### src/rtl/lkvc_pkg.sv
// shared types, constants and codes for the lru key-value cache
package lkvc_pkg;

    localparam int MAX_ENTRIES_DEF = 16;
    localparam int CAP_W           = 5;
    localparam int DATA_W          = 32;
    localparam int PADDR_W         = 3;
    localparam int PDATA_W         = 32;

    localparam logic [CAP_W-1:0]  CAP_RESET  = 5'd16;
    localparam logic [DATA_W-1:0] MISS_VALUE = 32'hFFFF_FFFF;

    // register index of the capacity register
    localparam logic REG_CAPACITY = 1'b0;

    typedef enum logic {
        OP_GET = 1'b0,
        OP_PUT = 1'b1
    } t_opcode;

    typedef struct packed {
        logic               opcode;
        logic signed [31:0] lookup_key;
        logic signed [31:0] store_value;
    } t_item;

    typedef struct packed {
        logic               hit;
        logic signed [31:0] read_value;
    } t_result;

    typedef enum logic [1:0] {
        ST_IDLE    = 2'd0,
        ST_COMPARE = 2'd1,
        ST_UPDATE  = 2'd2
    } t_state;

    typedef struct packed {
        logic capture;
        logic compare;
        logic write_front;
        logic insert;
        logic respond;
    } t_dp_cmd;

    typedef struct packed {
        logic is_put;
        logic hit;
    } t_dp_status;

endpackage

### src/rtl/lkvc_ctrl.sv
// controller state machine for the lru key-value cache
module lkvc_ctrl
    import lkvc_pkg::*;
(
    input  logic       i_clk,
    input  logic       i_rst_n,
    input  logic       i_start,
    input  t_dp_status i_status,
    output t_dp_cmd    o_cmd,
    output logic       o_busy
);

    t_state r_state;
    t_state n_state;

    always_ff @(posedge i_clk) begin
        if (!i_rst_n) begin
            r_state <= ST_IDLE;
        end else begin
            r_state <= n_state;
        end
    end

    always_comb begin
        n_state = r_state;
        o_cmd   = '0;
        unique case (r_state)
            ST_IDLE: begin
                if (i_start) begin
                    o_cmd.capture = 1'b1;
                    n_state       = ST_COMPARE;
                end
            end
            ST_COMPARE: begin
                o_cmd.compare = 1'b1;
                n_state       = ST_UPDATE;
            end
            ST_UPDATE: begin
                o_cmd.write_front = i_status.hit || i_status.is_put;
                o_cmd.insert      = i_status.is_put && !i_status.hit;
                o_cmd.respond     = !i_status.is_put;
                n_state           = ST_IDLE;
            end
            default: begin
                n_state = ST_IDLE;
            end
        endcase
    end

    assign o_busy = (r_state != ST_IDLE);

endmodule

### src/rtl/lkvc_datapath.sv
// recency chain of key/value cells, parallel compare and move-to-front shift
module lkvc_datapath
    import lkvc_pkg::*;
#(
    parameter int MAX_ENTRIES = MAX_ENTRIES_DEF
) (
    input  logic             i_clk,
    input  logic             i_rst_n,
    input  t_item            i_item,
    input  logic [CAP_W-1:0] i_capacity,
    input  t_dp_cmd          i_cmd,
    output t_dp_status       o_status,
    output logic             o_result_valid,
    output t_result          o_result
);

    localparam int IW = (MAX_ENTRIES > 1) ? $clog2(MAX_ENTRIES) : 1;
    localparam int CW = $clog2(MAX_ENTRIES + 1);
    localparam int EW = (CW > CAP_W) ? CW : CAP_W;

    // cell 0 is the most recent
    logic [DATA_W-1:0] r_key_cell [MAX_ENTRIES];
    logic [DATA_W-1:0] r_val_cell [MAX_ENTRIES];
    logic [CW-1:0]     r_count;

    logic              r_op;
    logic [DATA_W-1:0] r_key;
    logic [DATA_W-1:0] r_val;
    logic              r_hit;
    logic [IW-1:0]     r_pos;
    logic [DATA_W-1:0] r_hit_value;

    logic              r_res_valid;
    t_result           r_res;

    logic [MAX_ENTRIES-1:0] match;
    logic [IW-1:0]          n_pos;
    logic [DATA_W-1:0]      n_hit_value;
    logic [EW-1:0]          cap_ext;
    logic [CW-1:0]          eff_cap;
    logic [CW-1:0]          kept_count;
    logic [IW-1:0]          shift_lim;
    logic [DATA_W-1:0]      front_val;

    // parallel compare over the valid cells
    always_comb begin
        n_pos       = '0;
        n_hit_value = '0;
        for (int i = 0; i < MAX_ENTRIES; i++) begin
            match[i] = (CW'(i) < r_count) && (r_key_cell[i] == r_key);
            if (match[i]) begin
                n_pos       = n_pos | IW'(i);
                n_hit_value = n_hit_value | r_val_cell[i];
            end
        end
    end

    // zero acts as one, values above the depth saturate
    always_comb begin
        cap_ext = EW'(i_capacity);
        if (cap_ext == '0) begin
            eff_cap = CW'(1);
        end else if (cap_ext > EW'(MAX_ENTRIES)) begin
            eff_cap = CW'(MAX_ENTRIES);
        end else begin
            eff_cap = CW'(cap_ext);
        end
        kept_count = (r_count >= eff_cap) ? (eff_cap - CW'(1)) : r_count;
        shift_lim  = r_hit ? r_pos : IW'(MAX_ENTRIES - 1);
        front_val  = (r_op == OP_PUT) ? r_val : r_hit_value;
    end

    always_ff @(posedge i_clk) begin
        if (i_cmd.capture) begin
            r_op  <= i_item.opcode;
            r_key <= i_item.lookup_key;
            r_val <= i_item.store_value;
        end
        if (i_cmd.compare) begin
            r_hit       <= |match;
            r_pos       <= n_pos;
            r_hit_value <= n_hit_value;
        end
        if (i_cmd.write_front) begin
            r_key_cell[0] <= r_key;
            r_val_cell[0] <= front_val;
            for (int i = 1; i < MAX_ENTRIES; i++) begin
                if (IW'(i) <= shift_lim) begin
                    r_key_cell[i] <= r_key_cell[i-1];
                    r_val_cell[i] <= r_val_cell[i-1];
                end
            end
        end
        r_res.hit        <= r_hit;
        r_res.read_value <= r_hit ? r_hit_value : MISS_VALUE;
    end

    always_ff @(posedge i_clk) begin
        if (!i_rst_n) begin
            r_count     <= '0;
            r_res_valid <= 1'b0;
        end else begin
            r_res_valid <= i_cmd.respond;
            if (i_cmd.insert) begin
                r_count <= kept_count + CW'(1);
            end
        end
    end

    assign o_status.is_put = r_op;
    assign o_status.hit    = r_hit;
    assign o_result_valid  = r_res_valid;
    assign o_result        = r_res;

endmodule

### src/rtl/lru_key_value_cache.sv
// top level of the lru key-value cache: apb register, controller and datapath
// a get is captured, compared, then its result and strobe are registered from the update state
// a new request is taken only while idle; busy covers the compare and update states
// a put gives no result, a get gives exactly one; the receiver cannot stall
// the recency chain is compared in parallel, then shifted to the front in a single update
// reset (synchronous, active low) empties the cache and sets capacity to 16
module lru_key_value_cache
    import lkvc_pkg::*;
#(
    parameter int MAX_ENTRIES = MAX_ENTRIES_DEF
) (
    input  logic               i_clk,
    input  logic               i_rst_n,
    // request transfer
    input  logic               start,
    output logic               busy,
    input  t_item              i_item,
    // result transfer, one cycle strobe
    output logic               o_result_valid,
    output t_result            o_result,
    // configuration port
    input  logic               psel,
    input  logic               penable,
    input  logic               pwrite,
    input  logic [PADDR_W-1:0] paddr,
    input  logic [PDATA_W-1:0] pwdata,
    output logic [PDATA_W-1:0] prdata,
    output logic               pready
);

    logic [CAP_W-1:0] r_capacity;
    logic             reg_index;
    t_dp_cmd          dp_cmd;
    t_dp_status       dp_status;

    // word address selects the register
    assign reg_index = paddr[2];
    assign pready    = 1'b1;

    always_ff @(posedge i_clk) begin
        if (!i_rst_n) begin
            r_capacity <= CAP_RESET;
        end else if (psel && penable && pwrite && (reg_index == REG_CAPACITY)) begin
            r_capacity <= pwdata[CAP_W-1:0];
        end
    end

    // read back, unused addresses read zero
    always_comb begin
        prdata = '0;
        if (reg_index == REG_CAPACITY) begin
            prdata = PDATA_W'(r_capacity);
        end
    end

    lkvc_ctrl u_ctrl (
        .i_clk    (i_clk),
        .i_rst_n  (i_rst_n),
        .i_start  (start),
        .i_status (dp_status),
        .o_cmd    (dp_cmd),
        .o_busy   (busy)
    );

    lkvc_datapath #(
        .MAX_ENTRIES (MAX_ENTRIES)
    ) u_datapath (
        .i_clk          (i_clk),
        .i_rst_n        (i_rst_n),
        .i_item         (i_item),
        .i_capacity     (r_capacity),
        .i_cmd          (dp_cmd),
        .o_status       (dp_status),
        .o_result_valid (o_result_valid),
        .o_result       (o_result)
    );

endmodule
### config.mk
export PLATFORM = sky130hd
export DESIGN_NAME = lru_key_value_cache
export DESIGN_NICKNAME = d
export VERILOG_FILES = /design/src/rtl/lkvc_pkg.sv /design/src/rtl/lkvc_ctrl.sv /design/src/rtl/lkvc_datapath.sv /design/src/rtl/lru_key_value_cache.sv
export SDC_FILE = /design/constraint.sdc
export NUM_CORES = 1
export LEC_CHECK = 0
export BUFFER_PORTS_ARGS = -buffer_cell sky130_fd_sc_hd__buf_2
export CAP_MARGIN = 25
export CORE_UTILIZATION = 41
export DETAILED_ROUTE_END_ITERATION = 16
export PLACE_DENSITY = 0.57
export SETUP_SLACK_MARGIN = 0.05
export SYNTH_ARGS = -nofsm -noshare
export SYNTH_HDL_FRONTEND = slang
export SYNTH_HIERARCHICAL = 1
export SYNTH_SLANG_ARGS = --single-unit
### constraint.sdc
create_clock -name i_clk -period 10.7 [get_ports i_clk]
set_input_delay 1.07 -clock i_clk [delete_from_list [all_inputs] [get_ports i_clk]]
set_output_delay 1.07 -clock i_clk [all_outputs]
set_load 0.02 [all_outputs]
# ---- Yosys cells after proc, flatten, opt, wreduce, memory -nomap -nowiden
# Memory sizes are Yosys's and may differ from the RTL's.
# Cells that the tools add are included.
dict set report totals {
  memories 2
  register_bits 148
  out_inout_bits 68
  wordCells 206
  inputBits 106
  ram_bits 1024
}
dict set report op_classes {
  n_reduce_logical 31
  addsub 2
  eq_ne 19
  order_cmp 33
  bitwise_logic 16
  muxes 88
}
# name depth word_bits rd rd_clocked_by_memory_dff wr line
set mem_list {}
lappend mem_list {u_datapath.r_key_cell 16 32 16 0 16 lkvc_datapath.sv:22} ;# logic [DATA_W-1:0] r_key_cell [MAX_ENTRIES];
lappend mem_list {u_datapath.r_val_cell 16 32 16 0 16 lkvc_datapath.sv:23} ;# logic [DATA_W-1:0] r_val_cell [MAX_ENTRIES];
# operator count
set ops {}
lappend ops {{32-bit two-way mux} 17}
lappend ops {{32-bit equality test} 16}
lappend ops {{32-bit bitwise OR} 15}
lappend ops {{1-bit two-way mux} 51}
lappend ops {{4-bit by 5-bit < comparator with 1-bit output (first input constant)} 8}
lappend ops {{4-bit less-or-equal comparator (first input constant)} 8}
lappend ops {{4-bit two-way mux} 7}
lappend ops {{1-bit logical AND} 20}
lappend ops {{3-bit by 5-bit < comparator with 1-bit output (first input constant)} 4}
lappend ops {{5-bit two-way mux} 4}
lappend ops {{3-bit by 4-bit less-or-equal comparator with 1-bit output (first input constant)} 4}
lappend ops {{16-bit OR reduction} 1}
lappend ops {{3-bit two-way mux} 5}
lappend ops {{1-bit by 5-bit < comparator with 1-bit output (first input constant)} 2}
lappend ops {{2-bit by 5-bit < comparator with 1-bit output (first input constant)} 2}
lappend ops {{2-bit by 4-bit less-or-equal comparator with 1-bit output (first input constant)} 2}
lappend ops {{8-bit OR reduction} 1}
lappend ops {{2-bit two-way mux} 3}
lappend ops {{5-bit by 1-bit adder with 5-bit output (second input constant)} 1}
lappend ops {{5-bit greater-or-equal comparator} 1}
lappend ops {{5-bit > comparator (second input constant)} 1}
lappend ops {{5-bit zero test} 1}
lappend ops {{5-bit by 1-bit subtractor with 5-bit output (second input constant)} 1}
lappend ops {{1-bit by 4-bit less-or-equal comparator with 1-bit output (first input constant)} 1}
lappend ops {{12 further kinds} 13}

# ---- Logic depth before layout (Yosys ltp)
# Gate-level depths: netlist (run 1).
# An unclocked memory read counts as a cell.
dict set report logic_depth {
  ltp_word 34
  ltp_mapped 15
  ltp_nobuf 14
}

# ---- By module
# Netlist (run 1), hierarchy kept.
# mod area_each_um2 instances cells_each
set by_module_without_submodules {}
lappend by_module_without_submodules {lkvc_datapath 45024.4 1 2493}
lappend by_module_without_submodules {lru_key_value_cache 479.2 1 58}
lappend by_module_without_submodules {lkvc_ctrl 117.6 1 13}

# ---- Worst setup path after synthesis (run 1)
# OpenSTA, ideal clock, no wires.
dict set report synth_path {
  kind {register to register}
  startpoint {register u_datapath.r_hit}
  endpoint {memory u_datapath.r_key_cell[15][0], in the netlist u_datapath/r_key_cell[1][224] (enable)}
  t_arrival_ns 10.834
  path_buffers 1
  path_slack_ns -0.641
  path_stages_with_launch 8
  t_required_ns 10.193
  path_cell_list {edfxtp_1 -> buf_4 -> nor2_1 -> nor2_1 -> nand2_1 -> a21oi_1 -> nand2_1 -> a21oi_1}
}
# element line
set synth_lines {}
lappend synth_lines {{start, declared} lkvc_datapath.sv:29} ;# logic r_hit;
lappend synth_lines {{start signal, assigned} lkvc_datapath.sv:80} ;# r_hit <= |match;
lappend synth_lines {{end, declared} lkvc_datapath.sv:22}

==> results.py, run 1 <==
metrics = {
    "critical_path": {
        "critPathArrivalTime_ns": 4.53,
        "criticalPathCategory": "flip-flop to flip-flop",
        "cp_cell_sequence": "buf_4 -> nor2_1 -> nor2_4 -> buf_4 -> nand2_1 -> a21oi_4 -> nand2_1 -> a21oi_4 -> buf_16 -> buf_4",
        "critical-path-max-stage-delay_ns": 0.59,
        "crit_top_cell": "buf_4",
        "critPathCaptureType": "flip-flop",
        "critPathMaxFanout": 45,
        "cp.required_ns": 11.02,
        "critPathSlowestCell": "buf_4",
        "worstSetupStartpointType": "flip-flop",
        "reg2reg_depth": 10,
    },
    "clock_network": {
        "clockBufferDepth": 3,
        "clk_latency_ns": 0.73,
        "cts_root_buf": "clkbuf_16",
        "clkSlewWorstSetupHoldPaths_ns": 0.07,
        "htreeDepth": 3,
        "cts_tree": "yes",
        "cts-buffers-inserted": 120,
        "cts.sinks": 1172,
        "postCtsSetupBuffers": 0,
        "post_cts_resized": 0,
        "cts_hold_buf": 0,
    },
    "logic_synthesis": {
        "yosys-top-cells-area": "edfxtp_1 74%, xor2_1 7.4%, xnor2_1 2.5%",
        "synthArstFlopShare": 0,
        "syn_inst": 2564,
        "avgSynthCellArea_sq_um": 17.8,
        "ys_warn_count": 6,
        "synth-main-ff-cell": "edfxtp_1",
        "synth_edf_count": 1126,
        "netlist_area_sq_um": 45600,
        "synth_seq_cells": 1172,
        "seq_area_frac_synth": 0.761,
        "synth.distinct_cells": 53,
        "synth_top_area_cell": "edfxtp_1",
        "post-synth-top-area-fraction": 0.741,
    },
    "power": {
        "power.density_nw_per_um2": 185,
        "p_leak_nw": 16.8,
        "ir_drop_mv": 0.140,
    },
    "place": {
        "port_buffers": 116,
        "placed_cell_area_sq_um": 47900,
        "dp_hpwl_mm": 69.9,
        "place.gp.congestion": 0.907,
    },
    "finish": {
        "num_antenna_cells": 0,
        "final_common_cell": "edfxtp_1",
        "drive_above_1_share": 0.154,
        "stdcell_area_sq_um": 51700,
        "final_cell_mix": "1126 x edfxtp_1, 385 x xor2_1, 130 x xnor2_1",
        "fin_nets": 2856,
        "layout-area-overhead-vs-synth_pct": 13.4,
        "nFillCells": 9316,
    },
    "sta": {
        "hold_viol_final": 0,
        "rsz0062_at_grt": "no",
        "slew_violations": 0,
        "fmax_mhz": 237,
        "fin_crit_ns": 4.22,
        "fin_setup_tns_ns": 0,
        "finalSetupViolCount": 0,
        "worstMarginPinSlew_ns": 0.983,
        "slew_headroom": 0.343,
        "timing.final.crit_share": 0.394,
        "hold_ws_ns": 0.446,
        "clock_skew_ns": 0.0437,
    },
    "floorplanning": {
        "die_h_um": 336,
        "rows": 122,
        "die_w_um": 336,
        "die_area_sq_um": 113000,
        "ioPinCount": 174,
        "initial_utilization": 0.413,
        "core_area_sq_um": 111000,
    },
    "hold_path": {
        "holdPathStages": 0,
        "hold_path.class": "flip-flop to flip-flop",
    },
    "route": {
        "drc": 0,
        "wl_per_cell_um": 26.0,
        "vias": 23730,
        "via_per_inst": 5.48,
        "postRouteAntennaNets": 0,
        "drt_first_pass_iters": 6,
        "drtIter0Drc": 2447,
        "drt-total-wl_mm": 112,
    },
    "grt": {
        "grt_overflow": 0,
        "track_usage": 0.197,
        "grt_pass1_vias": 24515,
        "antenna_found_initial": 1,
        "grt_max_degree": 65,
        "grt_pass1_wl_mm": 163,
    },
    "run_status": {
        "outcome": "finished, final reports clean",
    },
    "flow_run": {
        "cap_violations": 0,
    },
}
[metal layers]
layer | up-vias | GRT usage | wire length (um) | part of all wire
met1 | 12014 | 0.267 | 47000 | 0.42
li1 | 10292 | - | - | -
met5 | - | 0 | 13 | 0.00012
met4 | 2 | 0.0707 | 3610 | 0.032
met3 | 229 | 0.0395 | 9070 | 0.081
met2 | 1193 | 0.315 | 52600 | 0.47
[cells by family after synthesis]
family | count (synthesis) | synth area share
fa+ha+maj | 7 | 0.00192
compound gates | 291 | 0.0532
flops | 1172 | 0.761
other cells | 2 | 0.000165
mux | 41 | 0.00990
simple gates | 359 | 0.0485
buf+inv | 177 | 0.0261
xor+xnor | 515 | 0.0989
[cell type report]
type / count / area, sq um / share of cell area
multi-input cells: 1241 / 9970 / 0.193
well taps: 1488 / 1860 / 0.0360
repair buffers: 193 / 1260 / 0.0244
clock inverters: 76 / 748 / 0.0145
flip-flops and latches: 1172 / 34700 / 0.672
clock buffers: 144 / 3090 / 0.0598
inverters: 15 / 56.3 / 0.00109
[final timing paths]
check	startpoint	endpoint	slack [ns]
worst max-delay path	u_datapath/r_op	u_datapath/r_key_cell[1][225]	6.48
worst min-delay path	u_datapath/r_val_cell[0][236]	u_datapath/r_val_cell[1][12]	0.45
worst max register to register	u_datapath/r_op	u_datapath/r_key_cell[1][225]	6.48
worst min register to register	u_datapath/r_val_cell[0][236]	u_datapath/r_val_cell[1][12]	0.45
[critical path: cells and delay by family, from the launching register on]
kind,cells,cell delay (ns)
compound gates,2,0.75
simple gates,4,0.88
flops,1,0.32
buf+inv,4,1.77
[Yosys cell counts (3+ instances only)]
master and count:
a222oi_1 12, a22oi_1 114, a211o_1 4, nor4_1 100, o21ai_0 10, inv_1 15, clkbuf_1 21, a2111oi_4 6
a22o_1 60, and2_1 3, xnor2_1 130, a31oi_1 3, nor2_1 17, nand2b_1 37, nor3_1 13, buf_4 56
nand4_1 78, a221oi_1 60, nor4_4 4, mux2i_1 8, a21oi_1 15, nand3_1 27, buf_2 47, buf_1 4
xor2_1 385, and4_1 5, and2b_2 5, edfxtp_1 1126, ha_1 7, and3_1 21, dfxtp_1 46, nand2_1 31
mux2_2 33, buf_6 34, nor2b_1 4
[metrics by stage]
step / worst slack, ns / instances / power, mW / utilization
CTS: 6.48 / 4327 / 9.64 / 0.468
detailed placement: 6.49 / 4107 / 5.59 / 0.433
finish: 6.48 / 4329 / 9.56 / 0.468
floorplan: 0.831 / 2590 / 5.46 / -
global route: 6.32 / 4329 / 9.84 / 0.468
global placement: 6.33 / 4102 / 5.58 / 0.432
[registers in the layout (all words and copies together), names as in the netlist]
register                   count
u_datapath/r_key              32
u_datapath/r_hit               1
u_datapath/o_result           33
u_datapath/r_val              32
u_datapath/r_count             5
r_capacity                     5
u_datapath/r_pos               4
u_datapath/r_hit_value        32
u_datapath/r_key_cell        512
u_ctrl/r_state                 2
u_datapath/r_op                1
u_datapath/r_val_cell        512
u_datapath/o_result_valid      1
[report_power, final]
group,internal [mW],switching [mW],leakage (nW)
clock network,2.31,1.77,1.88
logic,0.114,0.245,4.29
registers,5.09,0.0449,10.6
total,7.51,2.05,16.8
No activity file was read; power rests on OpenSTA's default activity.
==> run 2, diff against run 1 <==
- clock period: 10.7 -> 3.7 ns (I/O delays scaled with it)
==> results.py, run 2 (synthesized netlist as in run 1, its figures left out) <==
metrics = {
    "critical_path": {
        "critical-path-max-stage-delay_ns": 0.75,
        "worstSetupStartpointType": "flip-flop",
        "cp_cell_sequence": "buf_4 -> xor2_1 -> nor4_1 -> nand4_1 -> nor4_4 -> buf_12 -> a222oi_1 -> and4_1 -> nand4_1",
        "critPathSlowestCell": "edfxtp_1",
        "criticalPathCategory": "flip-flop to flip-flop",
        "reg2reg_to": "u_datapath/r_hit_value[2]",
        "critPathMaxFanout": 34,
        "regToRegSetupSlack_ns": 0.31,
        "crit_top_cell": "nand4_1",
        "critPathArrivalTime_ns": 3.94,
        "cp.required_ns": 4.24,
        "reg2reg_depth": 9,
        "r2r-start": "u_datapath/r_key[29]",
        "critPathCaptureType": "flip-flop",
    },
    "floorplanning": {
        "die_h_um": 336,
        "die_w_um": 336,
        "rows": 122,
        "initial_utilization": 0.413,
        "core_area_sq_um": 111000,
        "ioPinCount": 174,
        "die_area_sq_um": 113000,
    },
    "power": {
        "power_frac_seq": 0.539,
        "sw_frac_of_total": 0.214,
        "p_comb_frac": 0.040,
        "ir_drop_mv": 0.379,
        "p_int_mw": 21.7,
        "p_leak_nw": 17.3,
        "power.density_nw_per_um2": 521,
        "p_sw_mw": 5.91,
        "clkPwrFrac": 0.421,
    },
    "clock_network": {
        "htreeDepth": 3,
        "clk_latency_ns": 0.72,
        "post_cts_resized": 0,
        "clkSlewWorstSetupHoldPaths_ns": 0.06,
        "cts.sinks": 1172,
        "cts_hold_buf": 70,
        "cts_root_buf": "clkbuf_16",
        "cts_tree": "yes",
        "clockBufferDepth": 3,
        "cts-buffers-inserted": 116,
        "postCtsSetupBuffers": 0,
    },
    "sta": {
        "fin_crit_ns": 3.39,
        "finalSetupViolCount": 0,
        "slew_headroom": 0.287,
        "hold_viol_final": 0,
        "hold_ws_ns": 0.0869,
        "fmax_mhz": 295,
        "timing.final.crit_share": 0.918,
        "worstMarginPinSlew_ns": 1.07,
        "setup_slack_ns": 0.305,
        "fin_setup_tns_ns": 0,
        "clock_skew_ns": 0.0418,
        "slew_violations": 0,
        "rsz0062_at_grt": "no",
    },
    "grt": {
        "grt_pass1_wl_mm": 166,
        "antenna_found_initial": 0,
        "grt_max_degree": 67,
        "grt_overflow": 0,
        "track_usage": 0.201,
        "grt_pass1_vias": 24985,
    },
    "finish": {
        "num_antenna_cells": 0,
        "layout-area-overhead-vs-synth_pct": 16.1,
        "drive_above_1_share": 0.159,
        "fin_nets": 2958,
        "nFillCells": 9430,
        "stdcell_area_sq_um": 52900,
        "final_cell_mix": "1126 x edfxtp_1, 385 x xor2_1, 130 x xnor2_1",
        "final_common_cell": "edfxtp_1",
    },
    "place": {
        "port_buffers": 116,
        "placed_cell_area_sq_um": 48500,
        "place.gp.congestion": 0.858,
        "dp_hpwl_mm": 72.8,
        "pre_cts_slack_ns": 0.195,
    },
    "route": {
        "wl_per_cell_um": 25.8,
        "drtIter0Drc": 2552,
        "drt-total-wl_mm": 114,
        "drc": 0,
        "postRouteAntennaNets": 0,
        "via_per_inst": 5.47,
        "drt_first_pass_iters": 6,
        "vias": 24258,
    },
    "hold_path": {
        "holdPathEnd": "u_datapath/r_count[4]",
        "min_from": "i_rst_n",
        "hold_path.class": "input port to flip-flop",
        "holdPathStages": 2,
    },
    "flow_run": {
        "cap_violations": 0,
    },
    "run_status": {
        "outcome": "finished, final reports clean",
    },
}
## run 2: cell types whose count changed in the layout (fill, tap and decap cells not counted), sizes merged
cell | previous run | this run
clkinv | 60 | 50
dlygate4sd3 | 0 | 70
clkinvlp | 2 | 9
clkbuf | 144 | 148
inv | 19 | 15
buf | 193 | 229
## run 2: through the flow
| step | total power, mW | cells | util |
|---|---|---|---|
| floorplan | 15.8 | 2590 | - |
| global placement | 16.2 | 4144 | 0.439 |
| detailed placement | 16.2 | 4144 | 0.439 |
| CTS | 27.8 | 4431 | 0.479 |
| global route | 28.4 | 4432 | 0.479 |
| finish | 27.6 | 4432 | 0.479 |
## run 2: worst max-delay path by stage
stage,from,end,slack (ns),depth (start not counted)
2_1_floorplan,u_datapath/r_hit,u_datapath/r_key_cell[1][224],-1.30,7
3_3_place_gp,u_datapath/r_key[29],u_datapath/r_hit_value[2],0.34,9
3_5_place_dp,r_capacity[4],u_datapath/r_count[4],0.20,13
4_1_cts,r_capacity[4],u_datapath/r_count[4],0.17,13
5_1_grt,u_datapath/r_key[29],u_datapath/r_hit_value[2],0.29,9
6_report,u_datapath/r_key[29],u_datapath/r_hit_value[2],0.31,9
## run 2: routing by layer
layer / part of all wire / track usage / vias up
met4: 0.027 / 0.0643 / 0
met1: 0.43 / 0.274 / 12364
li1: - / - / 10518
met3: 0.076 / 0.0410 / 213
met5: 0 / 0 / -
met2: 0.47 / 0.322 / 1163
## run 2: area by class of cell
cell class	instances	area [sq um]	area share
flip-flops and latches	1172	34700	0.656
multi-input cells	1241	9990	0.189
clock buffers	148	3060	0.0579
repair buffers	299	2530	0.0477
well taps	1488	1860	0.0352
clock inverters	69	709	0.0134
inverters	15	63.8	0.00121
## run 2: critical path, delay by kind of cell (launching register included)
kind,cells,cell delay [ns]
buffers and inverters,2,0.63
DFF,1,0.75
AOI/OAI and AO/OA,1,0.14
xor gates and xnor gates,1,0.16
and+or+nand+nor,5,1.51
## run 2: power groups by stage
stage                     Clock (mW)  Combinational [mW]  Sequential, mW
final                           11.6                1.10            14.9
after CTS                       11.8                1.12            14.9
after global placement             0                1.05            15.1
after floorplan                    0               0.703            15.1
after global routing            12.3                1.18            14.9
after detailed placement           0                1.06            15.2
